[src/rtl/core/llc_slice_hash_finder_macros.svh]
// Assertion macros for the LLC slice hash finder RTL.
`ifndef LLC_SLICE_HASH_FINDER_MACROS_SVH
`define LLC_SLICE_HASH_FINDER_MACROS_SVH
`ifndef SYNTH
// Same-cycle implication, sampled on clk and disabled while rst_n is low.
`define LLCSH_ASSERT_NOW(label, ante, cons) \
    label: assert property (@(posedge clk) disable iff (!rst_n) (ante) |-> (cons)) \
        else $error("llcsh assertion failed");
// Next-cycle implication, sampled on clk and disabled while rst_n is low.
`define LLCSH_ASSERT_NEXT(label, ante, cons) \
    label: assert property (@(posedge clk) disable iff (!rst_n) (ante) |=> (cons)) \
        else $error("llcsh assertion failed");
`else
`define LLCSH_ASSERT_NOW(label, ante, cons)
`define LLCSH_ASSERT_NEXT(label, ante, cons)
`endif
`endif

[src/rtl/core/llcsh_pkg.sv]
// Types and constants shared by the LLC slice hash finder modules.
package llcsh_pkg;

    localparam int ADDR_WIDTH  = 48;
    localparam int LINE_BYTES  = 64;

    localparam int PHYS_W      = 48;
    localparam int MASK_W      = 48;
    localparam int LIMIT_W     = 16;
    localparam int OFF_W       = 22;
    localparam int SLICE_W     = 3;
    localparam int CFG_IDX_W   = 2;
    localparam int CFG_DATA_W  = 48;
    localparam int ADDR_VIEW_W = (ADDR_WIDTH > MASK_W) ? ADDR_WIDTH : MASK_W;

    localparam logic [MASK_W-1:0]  MASK0_RESET = 48'h001B_5F57_5440;
    localparam logic [MASK_W-1:0]  MASK1_RESET = 48'h002E_B5FA_A880;
    localparam logic [MASK_W-1:0]  MASK2_RESET = 48'h003C_CCC9_3100;
    localparam logic [LIMIT_W-1:0] LIMIT_RESET = 16'd1024;

    typedef enum logic [CFG_IDX_W-1:0] {
        CFG_HASH_MASK0 = 2'd0,
        CFG_HASH_MASK1 = 2'd1,
        CFG_HASH_MASK2 = 2'd2,
        CFG_LIMIT      = 2'd3
    } cfg_index_t;

    typedef struct packed {
        logic [MASK_W-1:0]  hash_mask_bit0;
        logic [MASK_W-1:0]  hash_mask_bit1;
        logic [MASK_W-1:0]  hash_mask_bit2;
        logic [LIMIT_W-1:0] search_limit_lines;
    } cfg_regs_t;

    typedef struct packed {
        logic [PHYS_W-1:0]  phys_address;
        logic [SLICE_W-1:0] wanted_slice;
    } in_item_t;

    typedef struct packed {
        logic [SLICE_W-1:0] start_slice;
        logic [OFF_W-1:0]   byte_offset;
        logic               found;
    } res_item_t;

endpackage

[src/rtl/core/llc_slice_hash_finder.sv]
// Top level of the LLC slice hash finder.
// The block takes a physical byte address and a wanted slice, reports the
// slice of that address, and searches forward one cache line at a time for
// the first line that maps to the wanted slice. A transaction is accepted
// when start is high and busy is low. The result appears on result for
// exactly one cycle with result_valid high; the receiver cannot stall it, so
// it must capture the result in that cycle. busy stays high while the line
// scan runs; a search that gives up ends the scan on the limit check, and
// with a search limit of zero that check is the whole scan. result_valid is
// high in the first cycle in which busy is low again, and that same cycle can
// already accept the next transaction. The search is paced by the single
// hash unit, which evaluates one line per cycle under the search sequencer.
// Configuration writes are always ready and must only be issued while the
// block is idle.
module llc_slice_hash_finder
    import llcsh_pkg::*;
(
    input  logic                  clk,
    input  logic                  rst_n,
    // Query transaction.
    input  logic                  start,
    output logic                  busy,
    input  in_item_t              item,
    // Result strobe.
    output res_item_t             result,
    output logic                  result_valid,
    // Configuration write channel.
    input  logic                  cfg_valid,
    output logic                  cfg_ready,
    input  cfg_index_t            cfg_index,
    input  logic [CFG_DATA_W-1:0] cfg_data
);

    cfg_regs_t             regs;
    logic [ADDR_WIDTH-1:0] hash_addr;
    logic [SLICE_W-1:0]    hash_slice;

    // Hash masks and the search limit live here.
    llcsh_cfg u_cfg (
        .clk       (clk),
        .rst_n     (rst_n),
        .cfg_valid (cfg_valid),
        .cfg_ready (cfg_ready),
        .cfg_index (cfg_index),
        .cfg_data  (cfg_data),
        .regs      (regs)
    );

    // The one hash unit, shared by every line of the search.
    llcsh_hash u_hash (
        .addr  (hash_addr),
        .regs  (regs),
        .slice (hash_slice)
    );

    // The sequencer steps the address and counts the examined lines.
    llcsh_seq u_seq (
        .clk          (clk),
        .rst_n        (rst_n),
        .start        (start),
        .busy         (busy),
        .item         (item),
        .limit        (regs.search_limit_lines),
        .hash_addr    (hash_addr),
        .hash_slice   (hash_slice),
        .result       (result),
        .result_valid (result_valid)
    );

endmodule

[src/rtl/core/llcsh_cfg.sv]
// Configuration register file for the LLC slice hash finder.
module llcsh_cfg
    import llcsh_pkg::*;
(
    input  logic                  clk,
    input  logic                  rst_n,
    input  logic                  cfg_valid,
    output logic                  cfg_ready,
    input  cfg_index_t            cfg_index,
    input  logic [CFG_DATA_W-1:0] cfg_data,
    output cfg_regs_t             regs
);

    cfg_regs_t regs_reg;
    cfg_regs_t regs_next;

    assign cfg_ready = 1'b1;

    always_comb
    begin
        regs_next = regs_reg;
        if (cfg_valid)
        begin
            case (cfg_index)
                CFG_HASH_MASK0: regs_next.hash_mask_bit0 = cfg_data[MASK_W-1:0];
                CFG_HASH_MASK1: regs_next.hash_mask_bit1 = cfg_data[MASK_W-1:0];
                CFG_HASH_MASK2: regs_next.hash_mask_bit2 = cfg_data[MASK_W-1:0];
                CFG_LIMIT:      regs_next.search_limit_lines = cfg_data[LIMIT_W-1:0];
                default:        regs_next = regs_reg;
            endcase
        end
    end

    always_ff @(posedge clk or negedge rst_n)
    begin
        if (!rst_n)
        begin
            regs_reg.hash_mask_bit0     <= MASK0_RESET;
            regs_reg.hash_mask_bit1     <= MASK1_RESET;
            regs_reg.hash_mask_bit2     <= MASK2_RESET;
            regs_reg.search_limit_lines <= LIMIT_RESET;
        end
        else
        begin
            regs_reg <= regs_next;
        end
    end

    assign regs = regs_reg;

endmodule

[src/rtl/core/llcsh_hash.sv]
// Slice hash unit: three masked parities of one address.
module llcsh_hash
    import llcsh_pkg::*;
(
    input  logic [ADDR_WIDTH-1:0] addr,
    input  cfg_regs_t             regs,
    output logic [SLICE_W-1:0]    slice
);

    logic [ADDR_VIEW_W-1:0] addr_wide;
    logic [MASK_W-1:0]      addr_view;

    // Address bits above the mask width never take part in the hash.
    assign addr_wide = ADDR_VIEW_W'(addr);
    assign addr_view = addr_wide[MASK_W-1:0];

    assign slice[0] = ^(addr_view & regs.hash_mask_bit0);
    assign slice[1] = ^(addr_view & regs.hash_mask_bit1);
    assign slice[2] = ^(addr_view & regs.hash_mask_bit2);

endmodule

[src/rtl/core/llcsh_seq.sv]
// Search sequencer: walks line by line through the shared hash unit.
`include "llc_slice_hash_finder_macros.svh"
module llcsh_seq
    import llcsh_pkg::*;
(
    input  logic                  clk,
    input  logic                  rst_n,
    input  logic                  start,
    output logic                  busy,
    input  in_item_t              item,
    input  logic [LIMIT_W-1:0]    limit,
    output logic [ADDR_WIDTH-1:0] hash_addr,
    input  logic [SLICE_W-1:0]    hash_slice,
    output res_item_t             result,
    output logic                  result_valid
);

    typedef enum logic {
        ST_IDLE,
        ST_SCAN
    } state_t;

    state_t                state_reg,   state_next;
    logic [ADDR_WIDTH-1:0] addr_reg,    addr_next;
    logic [OFF_W-1:0]      off_reg,     off_next;
    logic [LIMIT_W-1:0]    cnt_reg,     cnt_next;
    logic [SLICE_W-1:0]    wanted_reg,  wanted_next;
    logic [SLICE_W-1:0]    sslice_reg,  sslice_next;
    res_item_t             result_reg,  result_next;
    logic                  rvalid_reg,  rvalid_next;

    logic [ADDR_VIEW_W-1:0] base_wide;
    logic [SLICE_W-1:0]     cur_start;
    logic                   accept;

    assign accept    = start && (state_reg == ST_IDLE);
    assign base_wide = ADDR_VIEW_W'(item.phys_address);
    // The first examined line is the start address itself.
    assign cur_start = (cnt_reg == '0) ? hash_slice : sslice_reg;

    always_comb
    begin
        state_next  = state_reg;
        addr_next   = addr_reg;
        off_next    = off_reg;
        cnt_next    = cnt_reg;
        wanted_next = wanted_reg;
        sslice_next = sslice_reg;
        result_next = result_reg;
        rvalid_next = 1'b0;
        case (state_reg)
            ST_IDLE:
            begin
                if (start)
                begin
                    addr_next   = base_wide[ADDR_WIDTH-1:0];
                    wanted_next = item.wanted_slice;
                    off_next    = '0;
                    cnt_next    = '0;
                    state_next  = ST_SCAN;
                end
            end
            ST_SCAN:
            begin
                sslice_next = cur_start;
                if (cnt_reg == limit)
                begin
                    result_next.start_slice = cur_start;
                    result_next.byte_offset = '0;
                    result_next.found       = 1'b0;
                    rvalid_next             = 1'b1;
                    state_next              = ST_IDLE;
                end
                else if (hash_slice == wanted_reg)
                begin
                    result_next.start_slice = cur_start;
                    result_next.byte_offset = off_reg;
                    result_next.found       = 1'b1;
                    rvalid_next             = 1'b1;
                    state_next              = ST_IDLE;
                end
                else
                begin
                    addr_next = addr_reg + ADDR_WIDTH'(LINE_BYTES);
                    off_next  = off_reg + OFF_W'(LINE_BYTES);
                    cnt_next  = cnt_reg + LIMIT_W'(1);
                end
            end
            default:
            begin
                state_next = ST_IDLE;
            end
        endcase
    end

    always_ff @(posedge clk or negedge rst_n)
    begin
        if (!rst_n)
        begin
            state_reg  <= ST_IDLE;
            addr_reg   <= '0;
            off_reg    <= '0;
            cnt_reg    <= '0;
            wanted_reg <= '0;
            sslice_reg <= '0;
            result_reg <= '0;
            rvalid_reg <= 1'b0;
        end
        else
        begin
            state_reg  <= state_next;
            addr_reg   <= addr_next;
            off_reg    <= off_next;
            cnt_reg    <= cnt_next;
            wanted_reg <= wanted_next;
            sslice_reg <= sslice_next;
            result_reg <= result_next;
            rvalid_reg <= rvalid_next;
        end
    end

    assign busy         = (state_reg != ST_IDLE);
    assign hash_addr    = addr_reg;
    assign result       = result_reg;
    assign result_valid = rvalid_reg;

    // A result strobe comes only while the sequencer is idle, in the cycle after the scan ends.
    `LLCSH_ASSERT_NOW(a_strobe_when_idle, rvalid_reg, state_reg == ST_IDLE)
    // An accepted transaction starts its scan at line zero.
    `LLCSH_ASSERT_NEXT(a_accept_starts_scan, accept, (state_reg == ST_SCAN) && (cnt_reg == '0))
    // The line counter never runs past the search limit.
    `LLCSH_ASSERT_NOW(a_cnt_in_limit, state_reg == ST_SCAN, cnt_reg <= limit)
    // A miss reports a zero offset.
    `LLCSH_ASSERT_NOW(a_miss_zero_off, rvalid_reg && !result_reg.found, result_reg.byte_offset == '0)

endmodule
[config.mk]
export PLATFORM = sky130hd
export DESIGN_NAME = llc_slice_hash_finder
export DESIGN_NICKNAME = d
export VERILOG_FILES = /design/src/rtl/core/llcsh_pkg.sv /design/src/rtl/core/llc_slice_hash_finder.sv /design/src/rtl/core/llcsh_cfg.sv /design/src/rtl/core/llcsh_hash.sv /design/src/rtl/core/llcsh_seq.sv
export VERILOG_INCLUDE_DIRS = /design/src /design/src/rtl/core
export SDC_FILE = /design/constraint.sdc
export NUM_CORES = 1
export LEC_CHECK = 0
export BUFFER_PORTS_ARGS = -buffer_cell sky130_fd_sc_hd__buf_2
export CAP_MARGIN = 10
export CORE_UTILIZATION = 41
export CTS_CLUSTER_DIAMETER = 60
export DETAILED_ROUTE_END_ITERATION = 12
export GPL_TIMING_DRIVEN = 0
export PLACE_DENSITY = 0.69
export SYNTH_ARGS = -nofsm -noshare
export SYNTH_HDL_FRONTEND = slang
export SYNTH_SLANG_ARGS = --single-unit
[constraint.sdc]
create_clock -name clk -period 8.9 [get_ports clk]
set_input_delay 0.445 -clock clk [delete_from_list [all_inputs] [get_ports clk]]
set_output_delay 0.445 -clock clk [all_outputs]
set_load 0.01 [all_outputs]
==> key figures <==
STA
  • Final setup fails: 0
  • Clk_skew: 10.8 ps
  • RSZ-0062 raised after global routing: no
  • Final Max Slew Viols: 0
  • Slew at the pin with the worst max-slew slack: 1310 ps
  • Peak Freq: 265 MHz
  • Period utilization: 42.5%
  • Setup Total Neg Slack: 0 ps
  • Final hold viol count: 0
  • Final min period: 3780 ps
  • Max-Slew Margin vs Limit: 12.2%

Floorplanning
  • Die width: 186 um
  • Initial core utilization: 42.1%
  • # rows: 66
  • IO Count: 134
  • Die area: 34500 um2
  • Die height: 186 um
  • Core outline area: 32900 um2

Run status
  • Status: complete, no violations

GRT
  • Vias in the first global route: 10500
  • Largest net degree at the start of global routing: 123
  • First-pass GRT wire length: 62300 um
  • Initial antenna violation count: 0
  • Total gr overflow: 0
  • Total GRT Usage: 24.2%

Cells and area
  • Finished Layout Cells: 1904
  • Flip-flop count of the largest register after layout: 160
  • Ratio of cells with drive above 1 in the final layout: 30.3%
  • Syn-to-layout area delta: 15.8%
  • Finished Cell Area: 16000 um2
  • Layout filler cell count: 3130
  • Commonest non-fill, non-tap cell in the layout: nand2_1
  • Most frequent cells in the layout: 238 x nand2_1, 215 x dfrtp_1, 169 x mux2_2
  • Fin nets: 1547

Route
  • Antenna Nets Post-Route: 0
  • Drt via density: 5.51
  • DR WL/cell: 21.5 um
  • Initial DRT Pass Iterations: 5
  • Vias: 10500
  • Total Wirelength: 41000 um
  • DRC Markers: 0
  • Initial DRC count: 905

Critical path
  • Startpoint types: flip-flop
  • Crit end category: flip-flop
  • Req. time, crit path: 9370 ps
  • Critical path peak fanout: 10
  • Worst path arrival time: 4250 ps
  • Worst setup path class: flip-flop to flip-flop

CTS
  • CTS tree: built
  • CTS sink count: 269
  • Clk_lat worst skew: 560 ps
  • H-tree levels: 1
  • Worst-path clk slew: 60 ps
  • Clock tree buffer depth: 3
  • Root buf cell: clkbuf_16
  • CTS buffer count: 29

Synth
  • Post-synth top flop: dfrtp_1
  • Synth warnings: 0
  • Synth top area share: 38.9%
  • Mapped Nets: 1381
  • Mapped Area: 13800 um2
  • Synth area leader: dfrtp_1
  • FF+latch count, synth: 269
  • Avg Cell Area, Syn: 10.9 um2
  • Cells after Synth: 1272
  • Post-synth cell types: 69
  • Synth area leaders: dfrtp_1 39%, mux2_2 14%, dfstp_2 10%, xnor2_1 7.4%, nand2_1 6.5%
  • Post-synth EDFFs: 0
  • FFs w/ async S/R, synth: 100%
  • Sequential element share of the synthesized area: 49.1%

Placement
  • Number of instances in the placed design: 1848
  • Final GP Congestion: 0.945
  • Post-DP HPWL: 30600 um
  • I/O Buffers: 132
  • DP Area: 15100 um2

Run
  • Max-cap viol count: 0

Min path
  • Worst min-delay path class: input pin to flip-flop
-- routing by layer --
metal  wire length (um)  global-route usage, %  up-vias  share of wire, %
li1                   -                      -     4770                 -
met1              18600                   34.0     5236                45
met2              18800                   39.2      401                46
met3               2720                   3.78       75               6.6
met4                886                   5.21        0               2.2
met5                  0                      0        -                 0
-- final timing paths --
path,from,end,slack [ps],cells past startpoint
max,u_seq.hash_addr[23]$_DFFE_PN0P_,u_seq.hash_addr[44]$_DFFE_PN0P_,5120,13
min,item[8],u_seq.hash_addr[5]$_DFFE_PN0P_,80,3
max reg2reg,u_seq.hash_addr[23]$_DFFE_PN0P_,u_seq.hash_addr[44]$_DFFE_PN0P_,5120,13
min reg2reg,u_seq.result[24]$_DFFE_PN0P_,u_seq.result[24]$_DFFE_PN0P_,490,1
max in group asynchronous,rst_n,u_seq.result[6]$_DFFE_PN0P_,7660,3
min in group asynchronous,rst_n,u_cfg.regs[143]$_DFFE_PN0P_,340,2
-- what timing repair did --
item,4_1_cts,5_1_grt
hold endpoints to repair,19,0
resized for setup,0,0
hold buffers,1,0
buffers inserted,0,0
-- synthesized netlist by cell type (3+ instances only) --
library cell,count
nand2_1,238
dfrtp_1,215
mux2_2,169
xnor2_1,117
dfstp_2,54
nor2_1,39
xor2_1,39
nand3_1,34
clkbuf_1,32
and3_1,25
nand4_1,23
o21ai_0,23
a21oi_1,21
buf_2,19
a22o_1,17
a22oi_1,15
a31oi_1,15
inv_1,15
mux2i_1,14
a221o_1,10
buf_4,10
a21o_1,9
a32o_1,8
nor3_1,8
o21ai_1,7
buf_1,6
o22ai_1,6
and2_1,5
buf_6,4
ha_1,4
nand2b_1,4
nor4_1,4
a211o_1,3
a41oi_1,3
nand3b_1,3
nor2b_1,3
o32ai_1,3
or3_1,3
xnor2_2,3
-- metrics by stage --
step | setup slack (ps) | hold slack, ps | utilization (%)
floorplan | 6060 | 149 | -
global placement | 2450 | 472 | 45.8
detailed placement | 5240 | 329 | 46.0
CTS | 5210 | 61.4 | 48.7
global route | 5050 | 74.0 | 48.7
finish | 5120 | 78.1 | 48.7
-- critical path: stages, from the launching register on --
cell     delay, ps
dfrtp_1        580
nand2_1        130
xnor2_1        160
xnor2_1        310
xnor2_1        150
xnor2_1        400
xor3_1         520
and2_4         180
buf_6          130
a21oi_4        220
buf_4          250
buf_2          330
nand4_1        140
a22oi_1        180
-- area by class of cell --
| type | count | area (um2) | area share [%] |
|---|---|---|---|
| buffer | 71 | 358 | 2.23 |
| clock buffer | 46 | 820 | 5.12 |
| multi-input combinational | 915 | 6620 | 41.3 |
| sequential | 269 | 6800 | 42.4 |
| antenna | 1 | 2.50 | 0.0156 |
| inverter | 17 | 63.8 | 0.398 |
| tap | 442 | 553 | 3.45 |
| clock inverter | 8 | 72.6 | 0.453 |
| timing repair buffer | 135 | 736 | 4.59 |
-- cells by family after synthesis --
kind of cell	share of synthesized area, %
AOI/OAI and AO/OA	8.26
and+or+nand+nor	13.0
buffers and inverters	3.05
other	0.0271
DFF	49.1
muxes	14.9
adders and majority gates	0.362
xor gates and xnor gates	11.3
Power is left out: the tool's default activity adds up to more than one toggle a clock period on the data nets, which glitch-free logic cannot reach.
